**config.mk**
```make
export PLATFORM = sky130hd
export DESIGN_NAME = filled_circle_span_rasterizer
export DESIGN_NICKNAME = d
export VERILOG_FILES = /design/src/sv/fcsr_pkg.sv /design/src/sv/fcsr_fifo.sv /design/src/sv/fcsr_front.sv /design/src/sv/fcsr_back.sv /design/src/sv/filled_circle_span_rasterizer.sv
export SDC_FILE = /design/constraint.sdc
export NUM_CORES = 2
export LEC_CHECK = 0
export BUFFER_PORTS_ARGS = -buffer_cell sky130_fd_sc_hd__buf_2
export CELL_PAD_IN_SITES_DETAIL_PLACEMENT = 1
export CELL_PAD_IN_SITES_GLOBAL_PLACEMENT = 1
export CORE_MARGIN = 2
export CORE_UTILIZATION = 55
export DETAILED_ROUTE_END_ITERATION = 16
export GPL_ROUTABILITY_DRIVEN = 0
export PLACE_DENSITY = 0.88
export SLEW_MARGIN = 25
export SYNTH_ARGS = -nofsm -noshare
export SYNTH_HDL_FRONTEND = slang
export SYNTH_SLANG_ARGS = --single-unit
export TNS_END_PERCENT = 50
```
**constraint.sdc**
```tcl
create_clock -name clk -period 28.9 [get_ports clk]
set_input_delay 5.78 -clock clk [delete_from_list [all_inputs] [get_ports clk]]
set_output_delay 5.78 -clock clk [all_outputs]
set_load 0.005 [all_outputs]
```
**src/sv/fcsr_pkg.sv**
```systemverilog
// Shared types and constants for the filled circle span rasterizer.
// Holds request/result words, the job word between front and back, and config.
// No dependencies.
`default_nettype none

package fcsr_pkg;

  // Field widths fixed by the interface
  localparam int COORD_BITS     = 12;
  localparam int COLOR_BITS     = 32;
  localparam int RADIUS_BITS    = 11;
  localparam int PIX_BITS       = 11;
  localparam int DIM_BITS       = 12;
  localparam int DEC_BITS       = 16;
  localparam int SUM_BITS       = COORD_BITS + 2;
  localparam int CFG_INDEX_BITS = 2;
  localparam int CFG_DATA_BITS  = 12;

  // Default depth of the job and result queues
  localparam int FIFO_DEPTH = 2;

  // Twelve draw candidates per step: four spans, eight outline pixels
  localparam int NUM_CAND  = 12;
  localparam int CAND_BITS = $clog2(NUM_CAND);

  // Largest usable frame dimension
  localparam logic [DIM_BITS-1:0] FRAME_MAX = DIM_BITS'(2048);

  // Register indexes
  localparam logic [CFG_INDEX_BITS-1:0] REG_FRAME_WIDTH  = 2'd0;
  localparam logic [CFG_INDEX_BITS-1:0] REG_FRAME_HEIGHT = 2'd1;
  localparam logic [CFG_INDEX_BITS-1:0] REG_LEFT_CLIP    = 2'd2;

  // Register reset values
  localparam logic [DIM_BITS-1:0] FRAME_WIDTH_RST  = 12'd1024;
  localparam logic [DIM_BITS-1:0] FRAME_HEIGHT_RST = 12'd768;
  localparam logic [PIX_BITS-1:0] LEFT_CLIP_RST    = 11'd400;

  // Request codes
  localparam logic REQ_START = 1'b0;
  localparam logic REQ_STEP  = 1'b1;

  typedef enum logic [1:0] {
    KIND_SPAN  = 2'd0,
    KIND_PIXEL = 2'd1,
    KIND_NONE  = 2'd2
  } kind_t;

  typedef struct packed {
    logic                          req_type;
    logic signed [COORD_BITS-1:0]  center_x;
    logic signed [COORD_BITS-1:0]  center_y;
    logic [RADIUS_BITS-1:0]        radius;
    logic [COLOR_BITS-1:0]         fill_color;
    logic [COLOR_BITS-1:0]         outline_color;
  } request_t;

  typedef struct packed {
    kind_t                  kind;
    logic [PIX_BITS-1:0]    row;
    logic [PIX_BITS-1:0]    col_first;
    logic [PIX_BITS-1:0]    col_last;
    logic [COLOR_BITS-1:0]  pixel_color;
    logic                   last;
    logic                   finished;
  } result_t;

  typedef struct packed {
    logic [DIM_BITS-1:0] frame_width;
    logic [DIM_BITS-1:0] frame_height;
    logic [PIX_BITS-1:0] left_clip;
  } cfg_t;

  // One classified item. mask marks the candidates that survive clipping;
  // an all-zero mask means a single acknowledge word.
  // rows: cy+y, cy-y, cy-x, cy+x. span 0 uses cx-x..cx+x, span 1 cx-y..cx+y.
  // pix_col: cx+x, cx-x, cx+y, cx-y.
  typedef struct packed {
    logic [NUM_CAND-1:0]            mask;
    logic                           done;
    logic [3:0][PIX_BITS-1:0]       rows;
    logic [1:0][PIX_BITS-1:0]       span_first;
    logic [1:0][PIX_BITS-1:0]       span_last;
    logic [3:0][PIX_BITS-1:0]       pix_col;
    logic [COLOR_BITS-1:0]          fill_color;
    logic [COLOR_BITS-1:0]          outline_color;
  } job_t;

endpackage

`default_nettype wire

```
**src/sv/fcsr_fifo.sv**
```systemverilog
// Small synchronous FIFO with registered storage and a show-ahead head.
// Used for the job queue and the result queue. No package dependency.
`default_nettype none

module fcsr_fifo #(
  parameter int WIDTH = 8,
  parameter int DEPTH = 2
) (
  input  logic             clk,
  input  logic             rst,
  input  logic             push,
  input  logic [WIDTH-1:0] wdata,
  output logic             full,
  input  logic             pop,
  output logic [WIDTH-1:0] rdata,
  output logic             empty
);

  localparam int PTR_BITS = (DEPTH > 1) ? $clog2(DEPTH) : 1;
  localparam int CNT_BITS = $clog2(DEPTH + 1);

  logic [WIDTH-1:0]    store [DEPTH];
  logic [PTR_BITS-1:0] wr_ptr;
  logic [PTR_BITS-1:0] rd_ptr;
  logic [CNT_BITS-1:0] count;
  logic                do_push;
  logic                do_pop;

  assign empty   = (count == '0);
  assign full    = (count == CNT_BITS'(DEPTH));
  assign do_push = push && !full;
  assign do_pop  = pop && !empty;
  assign rdata   = store[rd_ptr];

  // pointers and fill count
  always_ff @(posedge clk) begin
    if (rst) begin
      wr_ptr <= '0;
      rd_ptr <= '0;
      count  <= '0;
    end else begin
      if (do_push) begin
        wr_ptr <= (wr_ptr == PTR_BITS'(DEPTH - 1)) ? '0 : wr_ptr + PTR_BITS'(1);
      end
      if (do_pop) begin
        rd_ptr <= (rd_ptr == PTR_BITS'(DEPTH - 1)) ? '0 : rd_ptr + PTR_BITS'(1);
      end
      if (do_push && !do_pop) begin
        count <= count + CNT_BITS'(1);
      end else if (do_pop && !do_push) begin
        count <= count - CNT_BITS'(1);
      end
    end
  end

  // storage
  always_ff @(posedge clk) begin
    if (do_push) begin
      store[wr_ptr] <= wdata;
    end
  end

endmodule

`default_nettype wire

```
**src/sv/fcsr_front.sv**
```systemverilog
// Front end: accepts requests, runs the midpoint circle state and
// classifies each step into a job word with its clip mask. Uses fcsr_pkg.
`default_nettype none

module fcsr_front (
  input  logic              clk,
  input  logic              rst,
  input  fcsr_pkg::request_t request,
  input  logic              push,
  input  fcsr_pkg::cfg_t    cfg,
  input  logic              queue_full,
  output fcsr_pkg::job_t    job,
  output logic              job_push
);

  import fcsr_pkg::*;

  // circle state
  logic [DIM_BITS-1:0]          step_x;
  logic [DIM_BITS-1:0]          step_y;
  logic [DEC_BITS-1:0]          decision;
  logic signed [COORD_BITS-1:0] held_center_x;
  logic signed [COORD_BITS-1:0] held_center_y;
  logic [COLOR_BITS-1:0]        held_fill_color;
  logic [COLOR_BITS-1:0]        held_outline_color;
  logic                         active;

  logic accept;
  logic is_start;
  logic idle_step;

  logic [DIM_BITS-1:0]        w_lim;
  logic [DIM_BITS-1:0]        h_lim;
  logic signed [SUM_BITS-1:0] w_m1;
  logic signed [SUM_BITS-1:0] h_s;
  logic signed [SUM_BITS-1:0] lo_s;
  logic signed [SUM_BITS-1:0] cx;
  logic signed [SUM_BITS-1:0] cy;
  logic signed [SUM_BITS-1:0] sx;
  logic signed [SUM_BITS-1:0] sy;
  logic signed [SUM_BITS-1:0] r [4];
  logic signed [SUM_BITS-1:0] c [4];
  logic [3:0]                 rv;
  logic [3:0]                 cv;
  logic signed [SUM_BITS-1:0] a_first;
  logic signed [SUM_BITS-1:0] a_last;
  logic signed [SUM_BITS-1:0] b_first;
  logic signed [SUM_BITS-1:0] b_last;
  logic                       sa;
  logic                       sb;

  logic                  dec_neg;
  logic [DEC_BITS-1:0]   diff;
  logic [DEC_BITS-1:0]   decision_next;
  logic [DIM_BITS-1:0]   step_x_next;
  logic [DIM_BITS-1:0]   step_y_next;
  logic                  done;

  assign accept    = push && !queue_full;
  assign job_push  = accept;
  assign is_start  = (request.req_type == REQ_START);
  assign idle_step = !active || (step_x > step_y);

  // frame limits, clamped to the largest frame
  assign w_lim = (cfg.frame_width > FRAME_MAX) ? FRAME_MAX : cfg.frame_width;
  assign h_lim = (cfg.frame_height > FRAME_MAX) ? FRAME_MAX : cfg.frame_height;
  assign w_m1  = signed'(SUM_BITS'(w_lim)) - SUM_BITS'(1);
  assign h_s   = signed'(SUM_BITS'(h_lim));
  assign lo_s  = signed'(SUM_BITS'(cfg.left_clip));

  // candidate rows and columns
  assign cx   = SUM_BITS'(held_center_x);
  assign cy   = SUM_BITS'(held_center_y);
  assign sx   = signed'(SUM_BITS'(step_x));
  assign sy   = signed'(SUM_BITS'(step_y));
  assign r[0] = cy + sy;
  assign r[1] = cy - sy;
  assign r[2] = cy - sx;
  assign r[3] = cy + sx;
  assign c[0] = cx + sx;
  assign c[1] = cx - sx;
  assign c[2] = cx + sy;
  assign c[3] = cx - sy;

  // per-row and per-column visibility
  always_comb begin
    for (int i = 0; i < 4; i++) begin
      rv[i] = !r[i][SUM_BITS-1] && (r[i] < h_s);
      cv[i] = (c[i] >= lo_s) && (c[i] <= w_m1);
    end
  end

  // span clipping
  assign a_first = (c[1] < lo_s) ? lo_s : c[1];
  assign a_last  = (c[0] > w_m1) ? w_m1 : c[0];
  assign b_first = (c[3] < lo_s) ? lo_s : c[3];
  assign b_last  = (c[2] > w_m1) ? w_m1 : c[2];
  assign sa      = (a_first <= a_last);
  assign sb      = (b_first <= b_last);

  // decision update, wraps at DEC_BITS
  assign dec_neg       = decision[DEC_BITS-1];
  assign diff          = DEC_BITS'(step_x) - DEC_BITS'(step_y);
  assign decision_next = dec_neg ?
      decision + DEC_BITS'({step_x, 2'b00}) + DEC_BITS'(6) :
      decision + (diff << 2) + DEC_BITS'(10);
  assign step_x_next   = step_x + DIM_BITS'(1);
  assign step_y_next   = dec_neg ? step_y : step_y - DIM_BITS'(1);
  // x+1 > y_next, kept unsigned so y reaching -1 still compares right
  assign done = dec_neg ?
      ((DIM_BITS+1)'(step_x) + (DIM_BITS+1)'(1) > (DIM_BITS+1)'(step_y)) :
      ((DIM_BITS+1)'(step_x) + (DIM_BITS+1)'(2) > (DIM_BITS+1)'(step_y));

  // job word
  always_comb begin
    job.mask          = '0;
    job.done          = 1'b0;
    job.fill_color    = held_fill_color;
    job.outline_color = held_outline_color;
    for (int i = 0; i < 4; i++) begin
      job.rows[i]    = r[i][PIX_BITS-1:0];
      job.pix_col[i] = c[i][PIX_BITS-1:0];
    end
    job.span_first[0] = a_first[PIX_BITS-1:0];
    job.span_last[0]  = a_last[PIX_BITS-1:0];
    job.span_first[1] = b_first[PIX_BITS-1:0];
    job.span_last[1]  = b_last[PIX_BITS-1:0];
    priority if (is_start) begin
      job.done = 1'b0;
    end else if (idle_step) begin
      job.done = 1'b1;
    end else begin
      job.done     = done;
      job.mask[0]  = rv[0] & sa;
      job.mask[1]  = rv[1] & sa;
      job.mask[2]  = rv[2] & sb;
      job.mask[3]  = rv[3] & sb;
      job.mask[4]  = rv[0] & cv[0];
      job.mask[5]  = rv[0] & cv[1];
      job.mask[6]  = rv[1] & cv[0];
      job.mask[7]  = rv[1] & cv[1];
      job.mask[8]  = rv[3] & cv[2];
      job.mask[9]  = rv[3] & cv[3];
      job.mask[10] = rv[2] & cv[2];
      job.mask[11] = rv[2] & cv[3];
    end
  end

  // state update on accept
  always_ff @(posedge clk) begin
    if (rst) begin
      step_x             <= '0;
      step_y             <= '0;
      decision           <= '0;
      held_center_x      <= '0;
      held_center_y      <= '0;
      held_fill_color    <= '0;
      held_outline_color <= '0;
      active             <= 1'b0;
    end else if (accept) begin
      priority if (is_start) begin
        held_center_x      <= request.center_x;
        held_center_y      <= request.center_y;
        held_fill_color    <= request.fill_color;
        held_outline_color <= request.outline_color;
        step_x             <= '0;
        step_y             <= DIM_BITS'(request.radius);
        decision           <= DEC_BITS'(3) - DEC_BITS'({request.radius, 1'b0});
        active             <= 1'b1;
      end else if (idle_step) begin
        active <= 1'b0;
      end else begin
        step_x   <= step_x_next;
        step_y   <= step_y_next;
        decision <= decision_next;
        active   <= !done;
      end
    end
  end

endmodule

`default_nettype wire

```
**src/sv/fcsr_back.sv**
```systemverilog
// Back end: walks the surviving candidates of one job, one result word
// per cycle while the result queue has room, and marks the final word. Uses fcsr_pkg.
`default_nettype none

module fcsr_back (
  input  logic              clk,
  input  logic              rst,
  input  fcsr_pkg::job_t    job,
  input  logic              job_valid,
  output logic              job_pop,
  output fcsr_pkg::result_t word,
  output logic              word_push,
  input  logic              out_full
);

  import fcsr_pkg::*;

  logic                 busy;
  logic [NUM_CAND-1:0]  rem;
  job_t                 cur;

  logic                 emit;
  logic                 is_ack;
  logic [NUM_CAND-1:0]  low;
  logic [NUM_CAND-1:0]  rem_next;
  logic [CAND_BITS-1:0] idx;
  logic                 finishing;

  assign emit      = busy && !out_full;
  assign is_ack    = (rem == '0);
  assign low       = rem & (~rem + NUM_CAND'(1));
  assign rem_next  = rem & ~low;
  assign finishing = emit && (is_ack || (rem_next == '0));
  assign job_pop   = job_valid && (!busy || finishing);
  assign word_push = emit;

  // index of the lowest remaining candidate
  always_comb begin
    idx = '0;
    for (int i = 0; i < NUM_CAND; i++) begin
      if (low[i]) begin
        idx = CAND_BITS'(i);
      end
    end
  end

  // result word for the selected candidate
  always_comb begin
    word.kind        = KIND_NONE;
    word.row         = '0;
    word.col_first   = '0;
    word.col_last    = '0;
    word.pixel_color = '0;
    word.last        = 1'b1;
    word.finished    = cur.done;
    if (!is_ack) begin
      word.last = (rem_next == '0);
      unique case (idx)
        4'd0, 4'd1: begin
          word.kind        = KIND_SPAN;
          word.row         = cur.rows[idx[1:0]];
          word.col_first   = cur.span_first[0];
          word.col_last    = cur.span_last[0];
          word.pixel_color = cur.fill_color;
        end
        4'd2, 4'd3: begin
          word.kind        = KIND_SPAN;
          word.row         = cur.rows[idx[1:0]];
          word.col_first   = cur.span_first[1];
          word.col_last    = cur.span_last[1];
          word.pixel_color = cur.fill_color;
        end
        // outline pixels on rows cy+y and cy-y
        4'd4, 4'd5, 4'd6, 4'd7: begin
          word.kind        = KIND_PIXEL;
          word.row         = cur.rows[{1'b0, idx[1]}];
          word.col_first   = cur.pix_col[{1'b0, idx[0]}];
          word.col_last    = cur.pix_col[{1'b0, idx[0]}];
          word.pixel_color = cur.outline_color;
        end
        // outline pixels on rows cy+x and cy-x
        4'd8, 4'd9, 4'd10, 4'd11: begin
          word.kind        = KIND_PIXEL;
          word.row         = idx[1] ? cur.rows[2] : cur.rows[3];
          word.col_first   = cur.pix_col[{1'b1, idx[0]}];
          word.col_last    = cur.pix_col[{1'b1, idx[0]}];
          word.pixel_color = cur.outline_color;
        end
        default: begin
          word.kind = KIND_NONE;
        end
      endcase
    end
  end

  // job control
  always_ff @(posedge clk) begin
    if (rst) begin
      busy <= 1'b0;
      rem  <= '0;
    end else if (job_pop) begin
      busy <= 1'b1;
      rem  <= job.mask;
    end else if (finishing) begin
      busy <= 1'b0;
    end else if (emit) begin
      rem <= rem_next;
    end
  end

  // job payload
  always_ff @(posedge clk) begin
    if (job_pop) begin
      cur <= job;
    end
  end

endmodule

`default_nettype wire

```
**src/sv/filled_circle_span_rasterizer.sv**
```systemverilog
// Top level of the filled circle span rasterizer: config registers,
// front end, job queue, back end and result queue. Uses fcsr_pkg.
//
//   channel   | handshake          | payload
//   ----------+--------------------+-------------------------
//   request   | push / full        | request (request_t)
//   result    | pop / empty        | result  (result_t)
//   config    | wr_en              | wr_index, wr_data
//
// The back end gives one result word per drawn span or pixel of a step
// item (up to 12), or a single acknowledge word when none is drawn.
// The front end takes one request per cycle while the job queue (2 entries
// by default) has room; the first result of an item passes through the job
// queue, the back end's job register and the result queue.
// Synchronous reset empties both queues, ends any circle and reloads the
// register defaults. A stalled pop fills the result queue, then the job
// queue, and full rises.
`default_nettype none

module filled_circle_span_rasterizer #(
  parameter int QUEUE_DEPTH = fcsr_pkg::FIFO_DEPTH
) (
  input  logic                                  clk,
  input  logic                                  rst,
  input  logic                                  push,
  output logic                                  full,
  input  fcsr_pkg::request_t                    request,
  output logic                                  empty,
  input  logic                                  pop,
  output fcsr_pkg::result_t                     result,
  input  logic                                  wr_en,
  input  logic [fcsr_pkg::CFG_INDEX_BITS-1:0]   wr_index,
  input  logic [fcsr_pkg::CFG_DATA_BITS-1:0]    wr_data
);

  import fcsr_pkg::*;

  cfg_t    cfg;
  job_t    job_in;
  job_t    job_out;
  logic    job_push;
  logic    job_pop;
  logic    job_full;
  logic    job_empty;
  result_t word;
  logic    word_push;
  logic    out_full;
  logic [$bits(job_t)-1:0]    job_rdata;
  logic [$bits(result_t)-1:0] res_rdata;

  // configuration registers
  always_ff @(posedge clk) begin
    if (rst) begin
      cfg.frame_width  <= FRAME_WIDTH_RST;
      cfg.frame_height <= FRAME_HEIGHT_RST;
      cfg.left_clip    <= LEFT_CLIP_RST;
    end else if (wr_en) begin
      case (wr_index)
        REG_FRAME_WIDTH:  cfg.frame_width  <= wr_data;
        REG_FRAME_HEIGHT: cfg.frame_height <= wr_data;
        REG_LEFT_CLIP:    cfg.left_clip    <= wr_data[PIX_BITS-1:0];
        default: ;
      endcase
    end
  end

  assign full = job_full;

  fcsr_front u_front (
    .clk        (clk),
    .rst        (rst),
    .request    (request),
    .push       (push),
    .cfg        (cfg),
    .queue_full (job_full),
    .job        (job_in),
    .job_push   (job_push)
  );

  fcsr_fifo #(
    .WIDTH ($bits(job_t)),
    .DEPTH (QUEUE_DEPTH)
  ) u_job_queue (
    .clk   (clk),
    .rst   (rst),
    .push  (job_push),
    .wdata (job_in),
    .full  (job_full),
    .pop   (job_pop),
    .rdata (job_rdata),
    .empty (job_empty)
  );

  assign job_out = job_t'(job_rdata);

  fcsr_back u_back (
    .clk       (clk),
    .rst       (rst),
    .job       (job_out),
    .job_valid (!job_empty),
    .job_pop   (job_pop),
    .word      (word),
    .word_push (word_push),
    .out_full  (out_full)
  );

  fcsr_fifo #(
    .WIDTH ($bits(result_t)),
    .DEPTH (QUEUE_DEPTH)
  ) u_res_queue (
    .clk   (clk),
    .rst   (rst),
    .push  (word_push),
    .wdata (word),
    .full  (out_full),
    .pop   (pop),
    .rdata (res_rdata),
    .empty (empty)
  );

  assign result = result_t'(res_rdata);

  // acknowledge words always close their item
  ast_none_last: assert property (@(posedge clk) disable iff (rst)
      (!empty && result.kind == KIND_NONE) |-> result.last)
    else $error("acknowledge word without last");

  // a drawn span never runs backward
  ast_span_order: assert property (@(posedge clk) disable iff (rst)
      (!empty && result.kind == KIND_SPAN) |-> (result.col_first <= result.col_last))
    else $error("span with first column past last column");

  // an outline pixel covers one column
  ast_pixel_width: assert property (@(posedge clk) disable iff (rst)
      (!empty && result.kind == KIND_PIXEL) |-> (result.col_first == result.col_last))
    else $error("outline pixel wider than one column");

endmodule

`default_nettype wire
```
======== Word-level counts from Yosys, hierarchy flattened ========
Memory sizes are Yosys's and may differ from the RTL's. A register that Yosys moved wholly into a read port is not among the register bits.
Cells that the tools add are included.
cells by class
  bitwise gates (word level) .............. 17
  add/sub/neg operators ................... 28
  multiplexer cells ....................... 65
  reduce and logical (&&, ||, !) cells .... 61
  equal/unequal tests ..................... 18
  order comparisons ....................... 27
operators by type and width
  cell                                                             count
  65-bit one-hot mux with 4 select lines                           1
  12-bit 2-to-1 mux                                                12
  11-bit 2-to-1 mux                                                8
  14-bit less-or-equal comparator                                  6
  68-bit 2-to-1 mux                                                1
  12-bit by 13-bit adder with 14-bit output                        4
  14-bit by 12-bit greater-or-equal comparator with 1-bit output   4
  14-bit by 13-bit less-than comparator with 1-bit output          4
  14-bit 2-to-1 mux                                                4
  12-bit by 13-bit subtractor with 14-bit output                   4
  16-bit 2-to-1 mux                                                3
  14-bit greater-than comparator                                   2
  14-bit by 12-bit less-than comparator with 1-bit output          2
  13-bit by 12-bit greater-than comparator with 1-bit output       2
  12-bit by 1-bit adder with 12-bit output, second input constant  2
  12-bit bitwise AND                                               2
  12-bit greater-than comparator, second input constant            2
  12-bit zero test                                                 2
  12-bit inverter                                                  2
  11-bit binary-select mux with 2-bit select                       1
  1-bit logical AND                                                20
  1-bit 2-to-1 mux                                                 20
  16-bit by 14-bit adder with 16-bit output                        1
  16-bit adder                                                     1
  37 further kinds                                                 106
storage, ports and cells
  logic and storage cells ................. 252
  memories kept ........................... 2
  input port bits ......................... 119
  memory bits (writable) .................. 556
  output and inout bits ................... 71
  register bits after elaboration ......... 382
memories
  memory             depth  bits a word  rd ports  clocked after memory_dff  write ports  line             source
  u_job_queue.store  2      209          1         1                         1            fcsr_fifo.sv:22  logic [WIDTH-1:0] store [DEPTH];
  u_res_queue.store  2      69           1         1                         1            fcsr_fifo.sv:22

======== Logic depth before layout (Yosys ltp) ========
  word-level depth ........................ 18
  depth in mapped cells ................... 34
  gate-level depth less buffers ........... 32

======== Cells and area by module ========
A second synthesis with hierarchy kept.
unflattened totals
  cells, all modules ...................... 3943
  area total of the unflattened synthesis .. 48485.3 um^2
by module, submodules not included
  module                         area an instance (um^2)  seq. area each (um^2)  instances  cells an instance
  fcsr_front                     17484.3                  2562.5                 1          2317
  fcsr_fifo at u_job_queue       15726.3                  12652.1                1          675
  fcsr_back                      8593.2                   6175.9                 1          572
  fcsr_fifo at u_res_queue       5235.0                   4244.1                 1          240
  filled_circle_span_rasterizer  1446.4                   700.7                  1          139

======== Worst setup path before layout ========
No wires, ideal clock.
  path type ............................... input-to-reg
  start point ............................. input port push
  end point ............................... memory u_job_queue.store[0][0] in the netlist's numbering, enable pin
  arrival time ............................ 14448 ps
  setup slack ............................. 13676 ps
  library setup time ...................... 776 ps
  data required time ...................... 28124 ps
  stages .................................. 2
  cell sequence ........................... nand2_1 > nor2_1
on the way
  word-level cells in the longest chain between the ends .. 4
ends and longest elaborated chain
  item                                    line                                 source
  start, declared                         filled_circle_span_rasterizer.sv:25  input logic push,
  1-bit logical AND                       fcsr_front.sv:59                     assign accept = push && !queue_full;
  1-bit logical AND                       fcsr_fifo.sv:31                      assign do_push = push && !full;
  1-bit 2-to-1 mux                        fcsr_fifo.sv:58                      if (do_push) begin
  1-bit 2-to-1 mux (not written as such)  fcsr_fifo.sv:59                      store[wr_ptr] <= wdata;
  end, declared                           fcsr_fifo.sv:22
Every way passes these cells.

======== Worst setup path after layout ========
  start point ............................. input port push
  end point ............................... memory u_job_queue.store[0][77] in the netlist's numbering, enable pin
Same word-level chain as after synthesis.

==> impl_metrics.toml <==
[logic_synthesis]
synthFlopType = "edfxtp_1"
yosys_warnings = 0
syn-num-nets = 4420
synth_edf_count = 741
ys_seq_area_frac = 0.5527
syn_inst = 3937
ys_seq_elements = 927
synthDistinctLibCells = 102
syn_area_um2 = 47000
avgSynthCellArea_um2 = 11.94
synthArstFlopShare = 0

[grt]
grt_antenna_before_repair = 9
grt_pass1_vias = 36741
grt_overflow = 0
grt_pass1_wl_um = 224400
grt_max_degree = 159
track_usage = 0.3403

[final_layout]
syn2layout_area_growth_pct = 11.56
fin_area_um2 = 52440
n_fill_cell = 8603
final_cell_mix = "741 x edfxtp_1, 445 x nand2_1, 353 x ha_1"
final_util = 0.6178
drive_above_1_share = 0.1731
final_nets = 4589
finalNonFillerCells = 5343
final_common_cell = "edfxtp_1"

[routing]
ant_nets = 0
vias = 34335
wire_per_inst_um = 28.44
firstDrtPassIters = 5
drt_iter0_drc = 2920
drc_errors = 0
viasPerCell = 6.426
totalWireLength_um = 151900

[critical_path]
slowest_delay_ns = 0.84
rr_endpoint = "u_job_queue.store[0][199]$_DFFE_PP_"
cpMostUsedCell = "buf_4"
required_ns = 29.18
start_kind = "input port"
critPathSlowestCell = "buf_4"
worst_ep_arrival_time_ns = 9.27
worstPathCellList = "buf_2 > nand2_1 > nor2_4 > buf_4 > buf_4 > buf_6"
criticalPathCategory = "input port to flip-flop"
r2r_start = "u_front.step_y[2]$_SDFFE_PP0P_"
worst-r2r-cell-count = 30
r2r_setup_slack_ns = 20.40
cp-end-kind = "flip-flop"
path_max_fanout = 74

[sta]
rsz0062_at_grt = "no"
finalCriticalPeriod_ns = 8.984
fin_skew_ns = 0.06787
fmax_mhz = 111.3
worst_slack_ns = 19.92
max_slew.worst_pin.slew_ns = 1.108
setup_violations = 0
timing.final.crit_share = 0.3109
slew_headroom = 0.2560
hold_viol = 0
holdWs_ns = 0.4598
finalSetupTns_ns = 0
finalMaxSlewViolations = 0

[pwr]
p_leak_nw = 20.34
ir_drop_mv = 0.09763
p_total_mw = 5.858
power_density_nw_per_um2 = 111.7

[worst_hold_path]
hold_end = "u_job_queue.store[0][51]$_DFFE_PP_"
hp-start = "u_front.held_fill_color[19]$_SDFFE_PP0P_"
hp-class = "flip-flop to flip-flop"
whs_path_depth = 0

[clock_tree]
postCtsHoldBufs = 0
post_cts_buffers = 0
cts_max_path_buffers = 3
cts_tree = "yes"
post_cts_resized = 0
numCtsBuffers = 95
cts-root-buf = "clkbuf_16"
path_clk_slew_ns = 0.06
insertion_delay_ns = 0.71
h-tree-depth = 3
cts_sinks = 927

[die]
core-area_um2 = 84880
die_area_um2 = 87810
dieWidth_um = 296.3
row_count = 107
ios = 190
initial_core_util = 0.5537
die_h_um = 296.3

[placed_design]
hpwl_um = 99210
dp.cells = 5153
numPortBuffers = 189
placed_area_um2 = 49190
dpl_worst_slack_ns = 19.07

[run_status]
status = "finished clean"

[flow_run]
maxCapViolCount = 0
==> worst max-delay path: cells and delay by family <==
family / cells / cell delay (ns)
buffers and inverters: 4 / 2.44
AND/OR/NAND/NOR: 2 / 0.87
==> cells by family after synthesis <==
family	Yosys count	share of synthesized area
flops	927	0.5527
fa+ha+maj	368	0.09954
xor+xnor	147	0.02785
compound gates	814	0.1093
simple gates	958	0.09373
buf+inv	347	0.02918
mux	376	0.08780
==> how the worst max path moves through the flow <==
stage	cells after the start	slack [ns]	start	to
6_report	6	19.92	push	u_job_queue.store[0][77]$_DFFE_PP_
5_1_grt	6	19.73	push	u_job_queue.store[0][145]$_DFFE_PP_
4_1_cts	6	19.70	push	u_job_queue.store[0][77]$_DFFE_PP_
3_5_place_dp	6	19.07	push	u_job_queue.store[0][67]$_DFFE_PP_
3_3_place_gp	6	19.24	push	u_job_queue.store[0][69]$_DFFE_PP_
2_1_floorplan	2	13.68	push	u_job_queue.store[0][0]$_DFFE_PP_
==> registers in the layout, summed over array words and instances, names as in the netlist, 2 cells and up, named ones only <==
signal / cells
cfg: 35
u_front.decision: 15
u_res_queue.count: 2
u_front.held_fill_color: 32
u_back.cur: 192
u_front.held_center_x: 12
u_job_queue.store: 410
u_front.step_y: 12
u_front.held_center_y: 12
u_front.step_x: 12
u_res_queue.store: 138
u_job_queue.count: 2
u_back.rem: 12
u_front.held_outline_color: 32
==> cell usage after synthesis (all sizes together) (7+ instances only) <==
cell	count	area, um2
o21bai	26	195.2
a22oi	25	187.7
ha	353	4417
a2111oi	8	88.84
o22ai	19	118.9
o31ai	15	112.6
dfxtp	186	3724
o221ai	13	120.1
xor2	39	341.6
a21oi	345	1730
a31oi	15	93.84
o211ai	28	215.2
nor3	49	266.5
nor4	20	155.2
a211oi	32	260.3
nand2	447	1680
clkbuf	134	503.0
a21o	57	427.9
nor2b	49	309.1
inv	176	660.6
o21ai	116	580.6
or3	16	100.1
edfxtp	741	22250
buf	33	187.7
xnor2	107	944.7
and2	7	43.79
nor2	197	742.0
nand3	47	240.2
nand2b	37	231.5
mux2i	89	890.9
o22a	11	96.34
nand4	31	193.9
and3	14	87.58
o21a	33	247.7
nand3b	7	52.55
or2	10	65.06
mux2	287	3236
fa	11	220.2
==> per-layer routing <==
metal  routed length, um  GRT usage
met1               56490     0.4021
met2               75260     0.5865
met3               10820    0.05641
met4                9372     0.1991
met5                   0          0
==> power by group <==
group / switching, mW / internal (mW)
clock: 0.555 / 0.712
sequential: 0.185 / 2.03
combinational: 1.57 / 0.804
total: 2.31 / 3.55
==> cell type report <==
type	instances	area, um2	share of cell area
flip-flops and latches	927	25980	0.4955
multi-input cells	2663	19760	0.3768
clock buffers	140	2708	0.05164
well taps	1144	1431	0.02730
repair buffers	239	1348	0.02570
inverters	180	683.2	0.01303
clock inverters	40	500.5	0.009545
diodes	10	25.02	0.0004772
Note: power is estimated with default switching activity, not from simulation.
